`src/rtl/fpip_pkg.sv`:
```
// Types, codes and helpers of the fast-path input PDU parser.
`default_nettype none
package fpip_pkg;

  typedef enum logic [2:0] {
    PH_HDR     = 3'd0,
    PH_LEN1    = 3'd1,
    PH_LEN2    = 3'd2,
    PH_EVHDR   = 3'd3,
    PH_PAYLOAD = 3'd4,
    PH_IDLE    = 3'd5
  } phase_e;

  typedef enum logic [1:0] {
    ST_OK     = 2'd0,
    ST_MORE   = 2'd1,
    ST_BADLEN = 2'd2,
    ST_UNSUP  = 2'd3
  } status_e;

  localparam logic [2:0]  PayUnknown = 3'd7;
  localparam logic [15:0] BytesMax   = 16'hffff;

  typedef struct packed {
    logic [7:0] data_byte;
    logic       end_of_buffer;
  } in_t;

  typedef struct packed {
    status_e     status;
    logic [3:0]  event_count;
    logic [2:0]  first_event_code;
    logic [15:0] first_event_flags;
    logic [15:0] first_pointer_x;
    logic [15:0] first_pointer_y;
    logic [7:0]  first_key_code;
  } res_t;

  typedef struct packed {
    logic valid;
    res_t res;
  } res_req_t;

  // Payload bytes that follow an event header; unknown codes map to PayUnknown.
  function automatic logic [2:0] payload_size(input logic [2:0] code);
    logic [2:0] n;
    case (code)
      3'd0:    n = 3'd1;
      3'd3:    n = 3'd0;
      3'd4:    n = 3'd2;
      3'd1:    n = 3'd6;
      3'd5:    n = 3'd6;
      default: n = PayUnknown;
    endcase
    return n;
  endfunction

endpackage
`default_nettype wire

```
`src/rtl/fpip_if.sv`:
```
// Request channel interfaces of the fast-path input PDU parser.
`default_nettype none
interface fpip_in_if;
  logic       valid;
  logic       ready;
  logic [7:0] data_byte;
  logic       end_of_buffer;

  modport source (output valid, output data_byte, output end_of_buffer, input ready);
  modport sink (input valid, input data_byte, input end_of_buffer, output ready);
endinterface

interface fpip_out_if;
  logic        valid;
  logic        ready;
  logic [1:0]  status;
  logic [3:0]  event_count;
  logic [2:0]  first_event_code;
  logic [15:0] first_event_flags;
  logic [15:0] first_pointer_x;
  logic [15:0] first_pointer_y;
  logic [7:0]  first_key_code;

  modport source (output valid, output status, output event_count, output first_event_code,
                  output first_event_flags, output first_pointer_x, output first_pointer_y,
                  output first_key_code, input ready);
  modport sink (input valid, input status, input event_count, input first_event_code,
                input first_event_flags, input first_pointer_x, input first_pointer_y,
                input first_key_code, output ready);
endinterface
`default_nettype wire

```
`src/rtl/fpip_in_stage.sv`:
```
// Input register of the parser: holds one byte request until the core takes it.
`default_nettype none
module fpip_in_stage (
  input  wire              clk_i,
  input  wire              rst_ni,
  fpip_in_if.sink          pdu_i,
  input  wire              take_i,
  output logic             item_valid_o,
  output fpip_pkg::in_t    item_o
);
  import fpip_pkg::*;

  logic valid_q, valid_d;
  in_t  item_q, item_d;
  logic accept;

  assign pdu_i.ready = !valid_q || take_i;
  assign accept      = pdu_i.valid && pdu_i.ready;

  always_comb begin
    valid_d = valid_q;
    item_d  = item_q;
    if (accept) begin
      valid_d = 1'b1;
      item_d  = '{data_byte: pdu_i.data_byte, end_of_buffer: pdu_i.end_of_buffer};
    end else if (take_i) begin
      valid_d = 1'b0;
    end
  end

  always_ff @(posedge clk_i or negedge rst_ni) begin
    if (!rst_ni) begin
      valid_q <= 1'b0;
    end else begin
      valid_q <= valid_d;
    end
  end

  always_ff @(posedge clk_i) begin
    item_q <= item_d;
  end

  assign item_valid_o = valid_q;
  assign item_o       = item_q;
endmodule
`default_nettype wire

```
`src/rtl/fpip_core.sv`:
```
// Parser state and the per-byte update that walks header, length and events.
`default_nettype none
module fpip_core (
  input  wire                 clk_i,
  input  wire                 rst_ni,
  input  wire                 item_valid_i,
  input  fpip_pkg::in_t       item_i,
  input  wire                 out_free_i,
  output logic                take_o,
  output fpip_pkg::res_req_t  res_o
);
  import fpip_pkg::*;

  phase_e      phase_q, phase_d;
  logic [15:0] seen_q, seen_d;
  logic [14:0] decl_q, decl_d;
  logic [3:0]  total_q, total_d;
  logic [3:0]  done_q, done_d;
  logic [2:0]  left_q, left_d;
  logic [2:0]  code_q, code_d;
  status_e     hdr_err_q, hdr_err_d;
  status_e     ev_err_q, ev_err_d;
  logic [55:0] fields_q, fields_d;
  logic [2:0]  first_code_q, first_code_d;

  logic [7:0]  b;
  logic [2:0]  n;
  logic [2:0]  idx;
  logic [2:0]  new_code;
  logic        mouse;
  status_e     st;
  logic        fire;

  assign b    = item_i.data_byte;
  // Stall only a final byte whose result has nowhere to go.
  assign fire   = item_valid_i && (!item_i.end_of_buffer || out_free_i);
  assign take_o = fire;

  always_comb begin
    phase_d      = phase_q;
    seen_d       = (seen_q == BytesMax) ? seen_q : seen_q + 16'd1;
    decl_d       = decl_q;
    total_d      = total_q;
    done_d       = done_q;
    left_d       = left_q;
    code_d       = code_q;
    hdr_err_d    = hdr_err_q;
    ev_err_d     = ev_err_q;
    fields_d     = fields_q;
    first_code_d = first_code_q;
    new_code     = b[7:5];
    n            = payload_size(code_q);
    idx          = n - left_q;
    mouse        = (code_q == 3'd1) || (code_q == 3'd5);

    case (phase_q)
      PH_HDR: begin
        total_d = b[5:2];
        if (b[1:0] != 2'b00) begin
          hdr_err_d = ST_UNSUP;
        end else if (b[5:2] == 4'd0) begin
          hdr_err_d = ST_BADLEN;
        end
        phase_d = PH_LEN1;
      end
      PH_LEN1: begin
        if (b[7]) begin
          decl_d  = {b[6:0], 8'h00};
          phase_d = PH_LEN2;
        end else begin
          decl_d = {8'h00, b[6:0]};
          if (b < 8'd2 && hdr_err_q == ST_OK) begin
            hdr_err_d = ST_BADLEN;
          end
          phase_d = PH_EVHDR;
        end
      end
      PH_LEN2: begin
        decl_d = {decl_q[14:8], decl_q[7:0] | b};
        if ({decl_q[14:8], decl_q[7:0] | b} < 15'd3 && hdr_err_q == ST_OK) begin
          hdr_err_d = ST_BADLEN;
        end
        phase_d = PH_EVHDR;
      end
      PH_EVHDR: begin
        n = payload_size(new_code);
        if (done_q >= total_q) begin
          if (ev_err_q == ST_OK) begin
            ev_err_d = ST_BADLEN;
          end
          phase_d = PH_IDLE;
        end else begin
          code_d = new_code;
          if (n == PayUnknown) begin
            if (ev_err_q == ST_OK) begin
              ev_err_d = ST_UNSUP;
            end
            phase_d = PH_IDLE;
          end else begin
            if (done_q == 4'd0) begin
              first_code_d = new_code;
              fields_d     = {51'd0, b[4:0]};
            end
            left_d = n;
            if (n == 3'd0) begin
              done_d = done_q + 4'd1;
            end else begin
              phase_d = PH_PAYLOAD;
            end
          end
        end
      end
      PH_PAYLOAD: begin
        if (done_q == 4'd0) begin
          if (mouse) begin
            case (idx)
              3'd0:    fields_d[15:0]  = {8'h00, b};
              3'd1:    fields_d[15:8]  = fields_q[15:8] | b;
              3'd2:    fields_d[23:16] = fields_q[23:16] | b;
              3'd3:    fields_d[31:24] = fields_q[31:24] | b;
              3'd4:    fields_d[39:32] = fields_q[39:32] | b;
              3'd5:    fields_d[47:40] = fields_q[47:40] | b;
              default: fields_d        = fields_q;
            endcase
          end else if (code_q == 3'd0) begin
            fields_d[55:48] = fields_q[55:48] | b;
          end
        end
        left_d = (left_q != 3'd0) ? left_q - 3'd1 : left_q;
        if (left_d == 3'd0) begin
          done_d  = done_q + 4'd1;
          phase_d = PH_EVHDR;
        end
      end
      default: begin
        phase_d = phase_q;
      end
    endcase

    // Resolve the status from the updated state.
    if (seen_d < 16'd2) begin
      st = ST_MORE;
    end else if (hdr_err_d != ST_OK) begin
      st = hdr_err_d;
    end else if (phase_d == PH_LEN2) begin
      st = ST_MORE;
    end else if ({1'b0, decl_d} > seen_d) begin
      st = ST_MORE;
    end else if ({1'b0, decl_d} != seen_d) begin
      st = ST_BADLEN;
    end else if (ev_err_d != ST_OK) begin
      st = ev_err_d;
    end else if (done_d < total_d) begin
      st = (phase_d == PH_PAYLOAD) ? ST_MORE : ST_BADLEN;
    end else begin
      st = ST_OK;
    end

    res_o.valid = fire && item_i.end_of_buffer;
    res_o.res   = '{status: st, event_count: 4'd0, first_event_code: 3'd0,
                    first_event_flags: 16'd0, first_pointer_x: 16'd0,
                    first_pointer_y: 16'd0, first_key_code: 8'd0};
    if (st == ST_OK) begin
      res_o.res.event_count       = total_d;
      res_o.res.first_event_code  = first_code_d;
      res_o.res.first_event_flags = fields_d[15:0];
      res_o.res.first_pointer_x   = fields_d[31:16];
      res_o.res.first_pointer_y   = fields_d[47:32];
      res_o.res.first_key_code    = fields_d[55:48];
    end
  end

  always_ff @(posedge clk_i or negedge rst_ni) begin
    if (!rst_ni) begin
      phase_q      <= PH_HDR;
      seen_q       <= 16'd0;
      decl_q       <= 15'd0;
      total_q      <= 4'd0;
      done_q       <= 4'd0;
      left_q       <= 3'd0;
      code_q       <= 3'd0;
      hdr_err_q    <= ST_OK;
      ev_err_q     <= ST_OK;
      fields_q     <= 56'd0;
      first_code_q <= 3'd0;
    end else if (fire) begin
      if (item_i.end_of_buffer) begin
        // Start over for the next buffer.
        phase_q      <= PH_HDR;
        seen_q       <= 16'd0;
        decl_q       <= 15'd0;
        total_q      <= 4'd0;
        done_q       <= 4'd0;
        left_q       <= 3'd0;
        code_q       <= 3'd0;
        hdr_err_q    <= ST_OK;
        ev_err_q     <= ST_OK;
        fields_q     <= 56'd0;
        first_code_q <= 3'd0;
      end else begin
        phase_q      <= phase_d;
        seen_q       <= seen_d;
        decl_q       <= decl_d;
        total_q      <= total_d;
        done_q       <= done_d;
        left_q       <= left_d;
        code_q       <= code_d;
        hdr_err_q    <= hdr_err_d;
        ev_err_q     <= ev_err_d;
        fields_q     <= fields_d;
        first_code_q <= first_code_d;
      end
    end
  end
endmodule
`default_nettype wire

```
`src/rtl/fpip_out_stage.sv`:
```
// Result register of the parser: holds one result request until the sink takes it.
`default_nettype none
module fpip_out_stage (
  input  wire                 clk_i,
  input  wire                 rst_ni,
  input  fpip_pkg::res_req_t  res_i,
  output logic                free_o,
  fpip_out_if.source          res_o
);
  import fpip_pkg::*;

  logic valid_q, valid_d;
  res_t res_q, res_d;

  assign free_o = !valid_q || res_o.ready;

  always_comb begin
    valid_d = valid_q;
    res_d   = res_q;
    if (res_i.valid) begin
      valid_d = 1'b1;
      res_d   = res_i.res;
    end else if (res_o.ready) begin
      valid_d = 1'b0;
    end
  end

  always_ff @(posedge clk_i or negedge rst_ni) begin
    if (!rst_ni) begin
      valid_q <= 1'b0;
    end else begin
      valid_q <= valid_d;
    end
  end

  always_ff @(posedge clk_i) begin
    res_q <= res_d;
  end

  assign res_o.valid             = valid_q;
  assign res_o.status            = res_q.status;
  assign res_o.event_count       = res_q.event_count;
  assign res_o.first_event_code  = res_q.first_event_code;
  assign res_o.first_event_flags = res_q.first_event_flags;
  assign res_o.first_pointer_x   = res_q.first_pointer_x;
  assign res_o.first_pointer_y   = res_q.first_pointer_y;
  assign res_o.first_key_code    = res_q.first_key_code;
endmodule
`default_nettype wire

```
`src/rtl/fastpath_input_pdu_parser.sv`:
```
// Top level of the fast-path input PDU parser.
//
//   channel | dir | payload                                  | handshake
//   pdu_i   | in  | data_byte, end_of_buffer                 | valid/ready
//   res_o   | out | status, event_count, first event fields  | valid/ready
//
// One byte is taken per cycle while no final byte stalls; a byte is processed
// from the input register once accepted, and its result (final byte only)
// shows on res_o the cycle after. The per-byte update is a single pass from the
// input register to the state and result registers. Reset clears the parser
// to expect a header byte. A final byte waits in the input register only while
// an untaken result holds the output register; other bytes never stall.
`default_nettype none
module fastpath_input_pdu_parser (
  input  wire         clk_i,
  input  wire         rst_ni,
  fpip_in_if.sink     pdu_i,
  fpip_out_if.source  res_o
);
  import fpip_pkg::*;

  logic     item_valid;
  in_t      item;
  logic     take;
  logic     out_free;
  res_req_t res_req;

  fpip_in_stage u_in (
    .clk_i        (clk_i),
    .rst_ni       (rst_ni),
    .pdu_i        (pdu_i),
    .take_i       (take),
    .item_valid_o (item_valid),
    .item_o       (item)
  );

  fpip_core u_core (
    .clk_i        (clk_i),
    .rst_ni       (rst_ni),
    .item_valid_i (item_valid),
    .item_i       (item),
    .out_free_i   (out_free),
    .take_o       (take),
    .res_o        (res_req)
  );

  fpip_out_stage u_out (
    .clk_i  (clk_i),
    .rst_ni (rst_ni),
    .res_i  (res_req),
    .free_o (out_free),
    .res_o  (res_o)
  );
endmodule
`default_nettype wire

```
`src/flat_wrapper.sv`:
```
// flat-port wrapper written by rule: the top's interface ports become plain ports
module fastpath_input_pdu_parser_flat import fpip_pkg::*;
  (clk_i, rst_ni, pdu_i_valid, pdu_i_data_byte, pdu_i_end_of_buffer, pdu_i_ready, res_o_valid, res_o_status, res_o_event_count, res_o_first_event_code, res_o_first_event_flags, res_o_first_pointer_x, res_o_first_pointer_y, res_o_first_key_code, res_o_ready);
  fpip_in_if pdu_i_i ();
  fpip_out_if res_o_i ();
  input  wire clk_i;
  input  wire rst_ni;
  input wire logic [$bits(pdu_i_i.valid)-1:0] pdu_i_valid;
  input wire logic [$bits(pdu_i_i.data_byte)-1:0] pdu_i_data_byte;
  input wire logic [$bits(pdu_i_i.end_of_buffer)-1:0] pdu_i_end_of_buffer;
  output wire logic [$bits(pdu_i_i.ready)-1:0] pdu_i_ready;
  output wire logic [$bits(res_o_i.valid)-1:0] res_o_valid;
  output wire logic [$bits(res_o_i.status)-1:0] res_o_status;
  output wire logic [$bits(res_o_i.event_count)-1:0] res_o_event_count;
  output wire logic [$bits(res_o_i.first_event_code)-1:0] res_o_first_event_code;
  output wire logic [$bits(res_o_i.first_event_flags)-1:0] res_o_first_event_flags;
  output wire logic [$bits(res_o_i.first_pointer_x)-1:0] res_o_first_pointer_x;
  output wire logic [$bits(res_o_i.first_pointer_y)-1:0] res_o_first_pointer_y;
  output wire logic [$bits(res_o_i.first_key_code)-1:0] res_o_first_key_code;
  input wire logic [$bits(res_o_i.ready)-1:0] res_o_ready;
  assign pdu_i_i.valid = pdu_i_valid;
  assign pdu_i_i.data_byte = pdu_i_data_byte;
  assign pdu_i_i.end_of_buffer = pdu_i_end_of_buffer;
  assign pdu_i_ready = pdu_i_i.ready;
  assign res_o_valid = res_o_i.valid;
  assign res_o_status = res_o_i.status;
  assign res_o_event_count = res_o_i.event_count;
  assign res_o_first_event_code = res_o_i.first_event_code;
  assign res_o_first_event_flags = res_o_i.first_event_flags;
  assign res_o_first_pointer_x = res_o_i.first_pointer_x;
  assign res_o_first_pointer_y = res_o_i.first_pointer_y;
  assign res_o_first_key_code = res_o_i.first_key_code;
  assign res_o_i.ready = res_o_ready;
  fastpath_input_pdu_parser u_core (.clk_i(clk_i), .rst_ni(rst_ni), .pdu_i(pdu_i_i), .res_o(res_o_i));
endmodule
```
`config.mk`:
```
export PLATFORM = sky130hd
export DESIGN_NAME = fastpath_input_pdu_parser_flat
export DESIGN_NICKNAME = d
export VERILOG_FILES = /design/src/rtl/fpip_pkg.sv /design/src/rtl/fpip_if.sv /design/src/rtl/fpip_in_stage.sv /design/src/rtl/fpip_core.sv /design/src/rtl/fpip_out_stage.sv /design/src/rtl/fastpath_input_pdu_parser.sv /design/src/flat_wrapper.sv
export SDC_FILE = /design/constraint.sdc
export NUM_CORES = 1
export LEC_CHECK = 0
export BUFFER_PORTS_ARGS = -buffer_cell sky130_fd_sc_hd__buf_4
export CAP_MARGIN = 0
export CORE_MARGIN = 1
export CORE_UTILIZATION = 57
export DETAILED_ROUTE_END_ITERATION = 8
export PLACE_DENSITY = 0.86
export SYNTH_ARGS = -nofsm -noshare
export SYNTH_HDL_FRONTEND = slang
export SYNTH_SLANG_ARGS = --single-unit
```
`constraint.sdc`:
```
create_clock -name clk_i -period 8.55 [get_ports clk_i]
set_clock_uncertainty 0.05 [all_clocks]
set_input_delay 0.855 -clock clk_i [delete_from_list [all_inputs] [get_ports clk_i]]
set_output_delay 0.855 -clock clk_i [all_outputs]
set_load 0.01 [all_outputs]
```
Yosys cells after proc, flatten, opt, wreduce, memory -nomap -nowiden
Index checks and enable logic that the tools add are counted.
{ "totals": {"in_bits": 13, "elab_cells": 175, "reg_bits": 187, "out_inout_bits": 67} }
{ "classes": {"n_reduce_logical": 35, "bitwise_logic": 7, "mux": 76, "magnitude_cmp": 6, "eq_ne": 25, "addsub": 4} }
{ "ops": {"columns": ["cell", "n"], "rows": [
  ["2-to-1 mux 56 bit", 5],
  ["case mux 56 bit (2 select lines)", 1],
  ["2-to-1 mux 8 bit", 7],
  ["OR 8 bit", 7],
  ["2-to-1 mux 3 bit", 18],
  ["2-to-1 mux 48 bit", 1],
  ["2-to-1 mux 2 bit", 20],
  ["2-to-1 mux 16 bit", 2],
  ["2-to-1 mux 15 bit", 2],
  ["case mux 15 bit (2 select lines)", 1],
  ["2-to-1 mux 4 bit", 7],
  ["== test 3 bit, second input constant", 9],
  ["case mux 3 bit (4 select lines)", 2],
  ["== test 3 x 2 -> 1 bit, second input constant", 7],
  ["logical NOT 3 bit", 6],
  ["adder 16 x 1 -> 16 bit, second input constant", 1],
  ["== test 16 bit, second input constant", 1],
  ["greater-than comparator 15 x 16 -> 1 bit", 1],
  ["< comparator 16 x 2 -> 1 bit, second input constant", 1],
  ["inequality test 15 x 16 -> 1 bit", 1],
  ["case mux 8 bit (2 select lines)", 1],
  ["< comparator 15 x 2 -> 1 bit, second input constant", 1],
  ["case mux 3 bit (5 select lines)", 1],
  ["== test 3 x 1 -> 1 bit, second input constant", 4],
  ["other kinds (22)", 46]
]} }

Longest topological paths before layout
Gate-level depths: netlist (run 1).
{ "depth": {"depth_word": 19, "mapped_depth": 16, "mapped_depth_nobuf": 15} }

Modules after synthesis
Synthesis (run 1) repeated with hierarchy kept, for this count alone.
{ "hier_totals": {"cells_unflattened": 1020, "area_unflattened_um2": 9985.8} }
{ "modules_own_cells": {"columns": ["module", "instances", "cells_each", "area_per_inst_um2", "seq_area_each_um2"], "rows": [
  ["fpip_core", 1, 939, 7662.3, 2777.7],
  ["fpip_out_stage", 1, 68, 1999.4, 1976.9],
  ["fpip_in_stage", 1, 13, 324.1, 295.3]
]} }

Worst setup path after synthesis (run 1)
No wires, ideal clock.
{ "synth_timing": {"kind": "reg2reg", "startpoint": "register u_core.u_core.done_q[0]", "endpoint": "register u_core.u_out.res_q, in the netlist u_core.u_out.res_o.event_count[3] (data pin)", "required_ns": 8.235, "arrival_time_ns": 3.915, "setup_slack_ns": 4.320, "setup_ns": 0.265, "stages_incl_launch_ff": 16, "path_cell_list": "dfrtp_1 -> inv_1 -> ha_1 -> or3b_1 -> a211oi_4 -> a22o_1 -> nand4_1 -> xnor2_1 -> ha_1 -> a21o_1 -> or4_1 -> a221oi_2 -> a211oi_4 -> o211ai_4 -> buf_2 -> nor4_2"} }
{ "synth_via": {"elab_chain_cells": 14, "word_cells_on_any_way": 24, "cone_classes": "add/sub: 1; order compare: 2; eq/ne: 2; mux: 17; reduce/logical: 2"} }
{ "synth_rtl": {"columns": ["element", "line", "source"], "rows": [
  ["from (decl)", "fpip_core.sv:18", "logic [3:0] done_q, done_d;"],
  ["from (signal assigned)", "fpip_core.sv:205", "done_q <= done_d;"],
  ["adder 4 x 1 -> 4 bit", "fpip_core.sv:106, fpip_core.sv:131", null],
  ["2-to-1 mux 4 bit", "fpip_core.sv:105", "if (n == 3'd0) begin"],
  ["2-to-1 mux 4 bit", "fpip_core.sv:94", "if (n == PayUnknown) begin"],
  ["2-to-1 mux 4 bit", "fpip_core.sv:87", "if (done_q >= total_q) begin"],
  ["case mux 4 bit (2 select lines)", "fpip_core.sv:56", "case (phase_q)"],
  ["< comparator 4 bit", "fpip_core.sv:153", "end else if (done_d < total_d) begin"],
  ["2-to-1 mux 2 bit", "fpip_core.sv:153", null],
  ["2-to-1 mux 2 bit", "fpip_core.sv:151", "end else if (ev_err_d != ST_OK) begin"],
  ["2-to-1 mux 2 bit", "fpip_core.sv:149", "end else if ({1'b0, decl_d} != seen_d) begin"],
  ["2-to-1 mux 2 bit", "fpip_core.sv:147", "end else if ({1'b0, decl_d} > seen_d) begin"],
  ["2-to-1 mux 2 bit (*)", "fpip_core.sv:145", "end else if (phase_d == PH_LEN2) begin"],
  ["2-to-1 mux 2 bit (*)", "fpip_core.sv:143", "end else if (hdr_err_d != ST_OK) begin"],
  ["2-to-1 mux 2 bit (*)", "fpip_core.sv:141", "if (seen_d < 16'd2) begin"],
  ["logical NOT 2 bit (*)", "fpip_core.sv:163", "if (st == ST_OK) begin"],
  ["to (signal assigned)", "fpip_out_stage.sv:37", "res_q <= res_d;"],
  ["to (decl)", "fpip_out_stage.sv:13", "res_t res_q, res_d;"]
]} }
Every way passes the cells marked *; elsewhere a longest branch is shown, timed or not.
A chain may end at the register's enable or synchronous reset.

Final worst setup path (run 1)
{ "layout_timing": {"startpoint": "register u_core.u_core.done_q[0]", "endpoint": "register u_core.u_out.res_q, in the netlist u_core.u_out.res_o.first_pointer_x[8] (data pin)"} }
{ "layout_via": {"elab_chain_cells": 14, "word_cells_on_any_way": 30, "cone_classes": "add/sub: 1; order compare: 2; eq/ne: 2; mux: 22; reduce/logical: 3"} }
{ "layout_rtl": {"columns": ["element", "line"], "rows": [
  ["adder 4 x 1 -> 4 bit", "fpip_core.sv:106, fpip_core.sv:131"],
  ["2-to-1 mux 4 bit", "fpip_core.sv:105"],
  ["2-to-1 mux 4 bit", "fpip_core.sv:94"],
  ["2-to-1 mux 4 bit", "fpip_core.sv:87"],
  ["case mux 4 bit (2 select lines)", "fpip_core.sv:56"],
  ["< comparator 4 bit", "fpip_core.sv:153"],
  ["2-to-1 mux 2 bit", "fpip_core.sv:153"],
  ["2-to-1 mux 2 bit", "fpip_core.sv:151"],
  ["2-to-1 mux 2 bit", "fpip_core.sv:149"],
  ["2-to-1 mux 2 bit", "fpip_core.sv:147"],
  ["2-to-1 mux 2 bit", "fpip_core.sv:145"],
  ["2-to-1 mux 2 bit", "fpip_core.sv:143"],
  ["2-to-1 mux 2 bit", "fpip_core.sv:141"],
  ["logical NOT 2 bit", "fpip_core.sv:163"]
]} }
Several ways; a longest one is shown, not always the timed one.

==> results of run 1 <==
==> logic make-up (layout without fill, tap and decap cells) <==
kind of cell / Yosys count / count (layout)
DFF: 187 / 187
xor gates and xnor gates: 14 / 14
AOI/OAI and AO/OA: 260 / 260
and+or+nand+nor: 418 / 418
buffers and inverters: 91 / 142
muxes: 12 / 12
adders and majority gates: 29 / 29
==> placed cells by master (no fill, tap or decap), types with 6 or more instances in the layout <==
cell | netlist | final
o31ai_1 | 6 | 6
buf_4 | 1 | 95
nor3_1 | 9 | 9
nand4_1 | 11 | 11
nand3_1 | 27 | 27
o21ai_0 | 110 | 110
or2_2 | 6 | 6
nor2_1 | 100 | 99
a31oi_1 | 19 | 19
ha_1 | 28 | 28
and2_1 | 11 | 11
clkbuf_16 | 0 | 17
xnor2_1 | 10 | 10
a21oi_1 | 44 | 43
nor4_2 | 35 | 34
inv_1 | 15 | 14
and3_1 | 33 | 33
dfrtp_1 | 113 | 113
a22o_1 | 40 | 40
nand2b_1 | 12 | 12
nor4_1 | 40 | 40
nand2_1 | 103 | 103
edfxtp_1 | 74 | 74
o22ai_1 | 6 | 6
mux2i_1 | 9 | 9
bufinv_16 | 0 | 6
==> layer usage <==
metal | track usage | share of wire
met5 | 0 | 0
met4 | 0.1442 | 0.041
met3 | 0.05574 | 0.077
met2 | 0.4558 | 0.47
met1 | 0.3884 | 0.41
==> registers in the layout, summed over array words and instances (netlist names), 4 cells and up <==
name / flops
u_core.u_core.decl_q: 15
u_core.u_core.total_q: 4
u_core.u_out.res_o.first_key_code: 8
u_core.u_out.res_o.first_pointer_x: 16
u_core.u_core.seen_q: 16
u_core.u_core.fields_q: 56
u_core.u_out.res_o.event_count: 4
u_core.u_core.done_q: 4
u_core.u_in.item_o: 9
u_core.u_out.res_o.first_event_flags: 16
u_core.u_out.res_o.first_pointer_y: 16
==> path summary, 6_finish.rpt <==
path | to | cells past startpoint | startpoint | slack, ps
min in group clk_i | u_core.u_core.fields_q[43] | 2 | u_core.u_core.fields_q[43] | 440
worst max register to register | u_core.u_out.res_o.first_pointer_x[8] | 15 | u_core.u_core.done_q[0] | 2980
worst max-delay path | u_core.u_out.res_o.first_pointer_x[8] | 15 | u_core.u_core.done_q[0] | 2980
max in group asynchronous | u_core.u_core.ev_err_q[1] | 2 | rst_ni | 6770
worst min-delay path | u_core.u_core.seen_q[1] | 1 | rst_ni | 430
worst min register to register | u_core.u_core.fields_q[43] | 2 | u_core.u_core.fields_q[43] | 440
==> power breakdown <==
part           switching, mW  total (mW)  internal [mW]
Combinational          0.438       0.606          0.169
Sequential            0.0463        1.02          0.976
Clock                  0.351       0.902          0.551
Total                  0.834        2.53           1.70
==> final cells by class <==
class,count,area share
inverter,15,0.004922
timing repair buffer,95,0.06235
tap,225,0.02461
clock inverter,13,0.02045
clock buffer,19,0.03785
sequential,187,0.4415
multi-input combinational,733,0.4083
==> through the flow <==
| stage | area [µm²] | std cells | power (mW) | worst slack [ps] |
|---|---|---|---|---|
| after floorplan | 10150 | 1011 | 1.502 | 4320 |
| after global placement | 10770 | 1255 | 1.611 | 3283 |
| after detailed placement | 10770 | 1255 | 1.629 | 3109 |
| after CTS | 11440 | 1287 | 2.522 | 3043 |
| after global routing | 11440 | 1287 | 2.615 | 2701 |
| final | 11440 | 1287 | 2.530 | 2984 |
==> impl_results.md, run 1 <==
* Post-CTS Resized at 0
* Async SR Flop Fraction at 0.6043
* Most common cell in the netlist: dfrtp_1
* Share of cells above drive strength 1 at 0.1770
* Area contributors post-synth: dfrtp_1 (28%), edfxtp_1 (22%), o21ai_0 (5.4%)
* Y dimension of the die at 135.5 µm
* Post-Synthesis Cells at 1,011
* DP HPWL at 16.56 mm
* Filler instances at 1,281
* Post-Synth XOR/XNOR Area at 0.01208
* Tcrit/Tclk final at 0.6510
* Initial DRT Pass Iterations at 5
* Initial antenna violation count at 0
* Cell taking the most area after synthesis: dfrtp_1
* Net count after synthesis at between 1,000 and 1,500
* CTS Hold Bufs at 0
* DRC viols at 0
* Via count at roughly 8,500
* Largest family of logic cells by synthesized area: simple AND/OR/NAND/NOR gates
* Maximum clock rate at 179.7 MHz
* Area of the multi-input gates at around 4700 µm²
* WL/cell at 19.86 µm
* Routed Antenna Nets at 0
* Post-synthesis mux area share at 0.01245
* Worst Setup Path Type: flip-flop to flip-flop
* CP required at roughly 8700 ps
* Die area at around 18,000 µm²
* Critical-path top delay cell: o2111ai_4
* Main synth FF type: dfrtp_1
* Worst-path clk slew at ~70 ps
* Worst setup SP type: flip-flop
* CTS Sinks at 187
* Slowest stage delay, CP at around 860 ps
* Post-CTS Setup Inserts at 0
* CTS root buf: clkbuf_16
* Worst slew margin at 0.2420
* First-iteration detailed-routing DRC count at 1,108
* Peak VDD IR at 0.0001670 V
* Post-synthesis simple-gate area fraction at 0.2320
* Flops & latches, synth at 187
* H-tree depth at 4
* Max Cap Viol at 0
* Share of the synthesized area in the top cell type at 0.2785
* Synth warnings at 0
* Seq/Total Area, Yosys at 0.4974
* Post-synth top cells: dfrtp_1 (113), o21ai_0 (110), nand2_1 (103)
* Worst-margin pin slew at roughly 1100 ps
* DRT Wirelength at 25.56 mm
* Core ar. at 17,360 µm²
* Starting density of the core at 0.5850
* Crit path cell chain: inv_1 > ha_1 > or3b_1 > a211oi_4 > a22o_1 > nand4_1 > xnor2_1 > ha_1 > a21o_1 > or4_1 > a221oi_2 > a211oi_4 > o2111ai_4 > buf_4 > nor4_1
* Fin util at 0.6590
* Crit path DAT at about 5700 ps
* Clk buf depth at 2
* Worst Hold Class: input port to asynchronous set/reset pin
* Final setup violation count at 0
* Buf/Inv on CP at 2
* Slew Limit Fails at 0
* Outcome: complete, no violations
* GP Congestion at 0.8869
* Vias in the first global route at 7,937
* # rows at 48
* Synth Area in Compound Gates at 0.1650
* Gr usage total at 0.2910
* Worst skew pair latency at 440 ps
* Die W at 135.5 µm
* P_leak at 4.563 nW
* Worst setup EP type: flip-flop
* RSZ-0062 raised after global routing: false
* I/O pin cnt at 80
* Post-Synth Adder-Cell Area at 0.03648
* EDFF count, synth at between 70 and 80
* Hold slack final at 427.7 ps
* Distinct cells, synth at 71
* Mean Syn Cell Area at 10.04 µm²
* Max FO, Critical Path at 35
* CP top delay family: compound AO/OA/AOI/OAI gates
* Register area at 5050 µm²
* CTS Buf Count at 17
* CTS tree: done
* Setup TNS at 0 ps
* Largest net degree at the start of global routing at 66
* Cell area after synthesis at 10,150 µm²
* Area grow syn2layout at 12.66%
* Final Net Count at between 1,000 and 1,500
* Port-buffer cells at 79
* Diodes inserted at 0
* First-pass GRT wire length at 41.14 mm
* Pwr dens at 221.2 nW/µm²
* Final Hold Viols at 0
* Vias/cell at 6.573
* Total grt overflow at 0
* Tmin final at 5566 ps
Power figures use the tool's default switching activity.
==> run 2: changes to the inputs <==
--- a/config.mk
+++ b/config.mk
@@ -8,9 +8,9 @@
 export BUFFER_PORTS_ARGS = -buffer_cell sky130_fd_sc_hd__buf_4
 export CAP_MARGIN = 0
 export CORE_MARGIN = 1
-export CORE_UTILIZATION = 57
+export CORE_UTILIZATION = 55
 export DETAILED_ROUTE_END_ITERATION = 8
-export PLACE_DENSITY = 0.86
+export PLACE_DENSITY = 0.87
 export SYNTH_ARGS = -nofsm -noshare
 export SYNTH_HDL_FRONTEND = slang
 export SYNTH_SLANG_ARGS = --single-unit
==> constraint.sdc (replaced) <==
create_clock -name clk_i -period 4.6 [get_ports clk_i]
set_clock_uncertainty 0.05 [all_clocks]
set_input_delay 0.46 -clock clk_i [delete_from_list [all_inputs] [get_ports clk_i]]
set_output_delay 0.46 -clock clk_i [all_outputs]
set_load 0.01 [all_outputs]
==> run 2 against run 1 <==
Effect of this change:
- via count increased by 1.7%
- first-iteration DRC count decreased by 4.3%
- utilization decreased by 1.6 points
- critical path depth unchanged
==> impl_results.md, run 2 (same netlist as run 1, synthesis figures left out) <==
* Outcome: complete, no violations
* Setup ws final at 211.5 ps (-2772 ps)
* Worst-margin pin slew at 1322 ps (+195.8 ps)
* Most flops, register: u_core.u_core.fields_q
* GR Util met1 at 0.3815 (-0.006932)
* Worst Hold Class: input port to flip-flop
* Worst setup SP type: flip-flop
* CTS tree: done
* Diodes inserted at 0 (unchanged)
* Via count at 8,607 (+1.7%)
* DRC viols at 0 (unchanged)
* Worst Setup Path Type: flip-flop to flip-flop
* Routed Antenna Nets at 0 (unchanged)
* Setup TNS at 0 ps (unchanged)
* Port-buffer cells at 79 (unchanged)
* P_leak at 4.656 nW (+2.0%)
* First-iteration detailed-routing DRC count at 1,060 (-4.3%)
* Hold slack final at 138.6 ps (-289.0 ps)
* Peak VDD IR at 0.0003122 V (+87%)
* Clk buf depth at 2 (unchanged)
* Final Net Count at 1,107 (+1.5%)
* Starting density of the core at 0.5633 (-0.02168)
* WL/cell at 20.68 µm (+4.1%)
* Commonest cells after routing, fill and taps aside: dfrtp_1 (113), o21ai_0 (110), nand2_1 (103), buf_4 (103), nor2_1 (99)
* Total grt overflow at 0 (unchanged)
* GR Util met2 at 0.4514 (-0.004452)
* Commonest non-fill, non-tap cell in the layout: dfrtp_1
* GP Congestion at 0.9112 (+2.7%)
* I/O pin cnt at 80 (unchanged)
* Final Hold Viols at 0 (unchanged)
* First-pass GRT wire length at 41.25 mm (+0.27%)
* Worst skew pair latency at 440 ps (about the same)
* Crit path DAT at 4520 ps (-1150 ps)
* Gr usage total at 0.2868 (-0.004159)
* Max Cap Viol at 0 (unchanged)
* Pwr dens at 402.9 nW/µm² (+82%)
* Maximum clock rate at 227.9 MHz (+27%)
* Vias in the first global route at 7,996 (+0.74%)
* Initial DRT Pass Iterations at 5 (unchanged)
* Final setup violation count at 0 (unchanged)
* Met3 global-route usage at 0.06213 (+0.006392)
* Y dimension of the die at 137.9 µm (+1.8%)
* Core ar. at 18,020 µm² (+3.8%)
* Vias/cell at 6.585 (+0.18%)
* # rows at 49 (+2.1%)
* Grt peak-use layer: met2
* Worst R2R Setup Slack at 210 ps (-2770 ps)
* Die area at 19,010 µm² (+3.6%)
* DRT Wirelength at 27.03 mm (+5.7%)
* Tcrit/Tclk final at 0.9540 (+0.3030)
* DP Worst Slack at 137.8 ps (-2972 ps)
* Die W at 137.9 µm (+1.8%)
* Tmin final at 4389 ps (-1178 ps)
* Worst-path clk slew at 80 ps (about the same)
* Area grow syn2layout at 14.15%
* Max reg flops at 56 (unchanged)
* CTS Buf Count at 17 (unchanged)
* CP required at 4740 ps (-3910 ps)
* DP HPWL at 17.02 mm (+2.8%)
* Initial antenna violation count at 0 (unchanged)
* Worst slew margin at 0.1091 (-0.1329)
* Max FO, Critical Path at 28 (-20%)
* Share of cells above drive strength 1 at 0.1929 (+0.01593)
* H-tree depth at 4 (unchanged)
* CTS Sinks at 187 (unchanged)
* Largest net degree at the start of global routing at 66 (unchanged)
* CTS root buf: clkbuf_16
* Worst setup EP type: flip-flop
* Slew Limit Fails at 0 (unchanged)
[run 2: cell count changes in the layout (fill, tap and decap cells not counted), sizes merged]
cell / previous run / this run
buf: 95 / 108
bufinv: 6 / 1
inv: 19 / 24
clkinv: 1 / 4
clkinvlp: 2 / 1
dlygate4sd3: 0 / 1
[run 2: cell type report]
type,instances,area (µm²)
Tap cell,229,286.5
Clock inverter,15,170.2
Timing Repair Buffer,111,924.6
Clock buffer,17,425.4
Fill cell,1346,6435
Sequential cell,187,5050
Multi-Input combinational cell,733,4677
Inverter,15,56.30
[run 2: report_power, final]
part	total (mW)	internal (mW)	leakage, nW	switching [mW]
logic	1.28	0.412	2.09	0.872
clock network	1.50	0.780	0.293	0.718
registers	1.89	1.81	2.27	0.0759
[run 2: final timing paths]
path | startpoint | endpoint | cells after the start
setup / recovery | u_core.u_core.done_q[0] | u_core.u_out.res_o.first_event_flags[9] | 15
hold / removal | pdu_i_data_byte[2] | u_core.u_in.item_o[3] | 1
setup reg to reg | u_core.u_core.done_q[0] | u_core.u_out.res_o.first_event_flags[9] | 15
hold reg to reg | u_core.u_core.fields_q[47] | u_core.u_core.fields_q[47] | 2
max in group asynchronous | rst_ni | u_core.u_core.fields_q[35] | 3
min in group asynchronous | rst_ni | u_core.u_core.seen_q[8] | 2
[run 2: worst max-delay path, stage by stage (launching register included)]
cell       delay, ps
dfrtp_1          430
inv_1            110
ha_1             280
or3b_1           430
a211oi_4         240
a22o_2           260
nand4_1          140
xnor2_1          200
ha_1             270
a21o_1           220
or4_1            420
a221oi_2         270
a211oi_4         100
o211ai_4         300
clkbuf_16        310
nor4_1           100
[run 2: stage by stage]
step           instance area (µm²)  instances  utilization  power [mW]
5_1_grt                      11590       1307       0.6430       4.835
2_1_floorplan                10150       1011            -       2.792
3_3_place_gp                 10900       1269       0.6048       3.070
3_5_place_dp                 10900       1269       0.6048       3.102
4_1_cts                      11510       1302       0.6384       4.589
6_report                     11590       1307       0.6430       4.669
[run 2: per-layer routing]
| metal | wire length, µm | vias to the layer above |
|---|---|---|
| met5 | 0 | - |
| met4 | 932 | 0 |
| met3 | 2617 | 81 |
| met2 | 12860 | 518 |
| met1 | 10620 | 4140 |
| li1 | - | 3868 |
[run 2: timing repair]
item	in CTS	in global routing
hold buffers	1	0
endpoints found under the hold margin	15	0
endpoints found under the setup margin	0	58
setup buffers	0	2
resized for setup	0	2
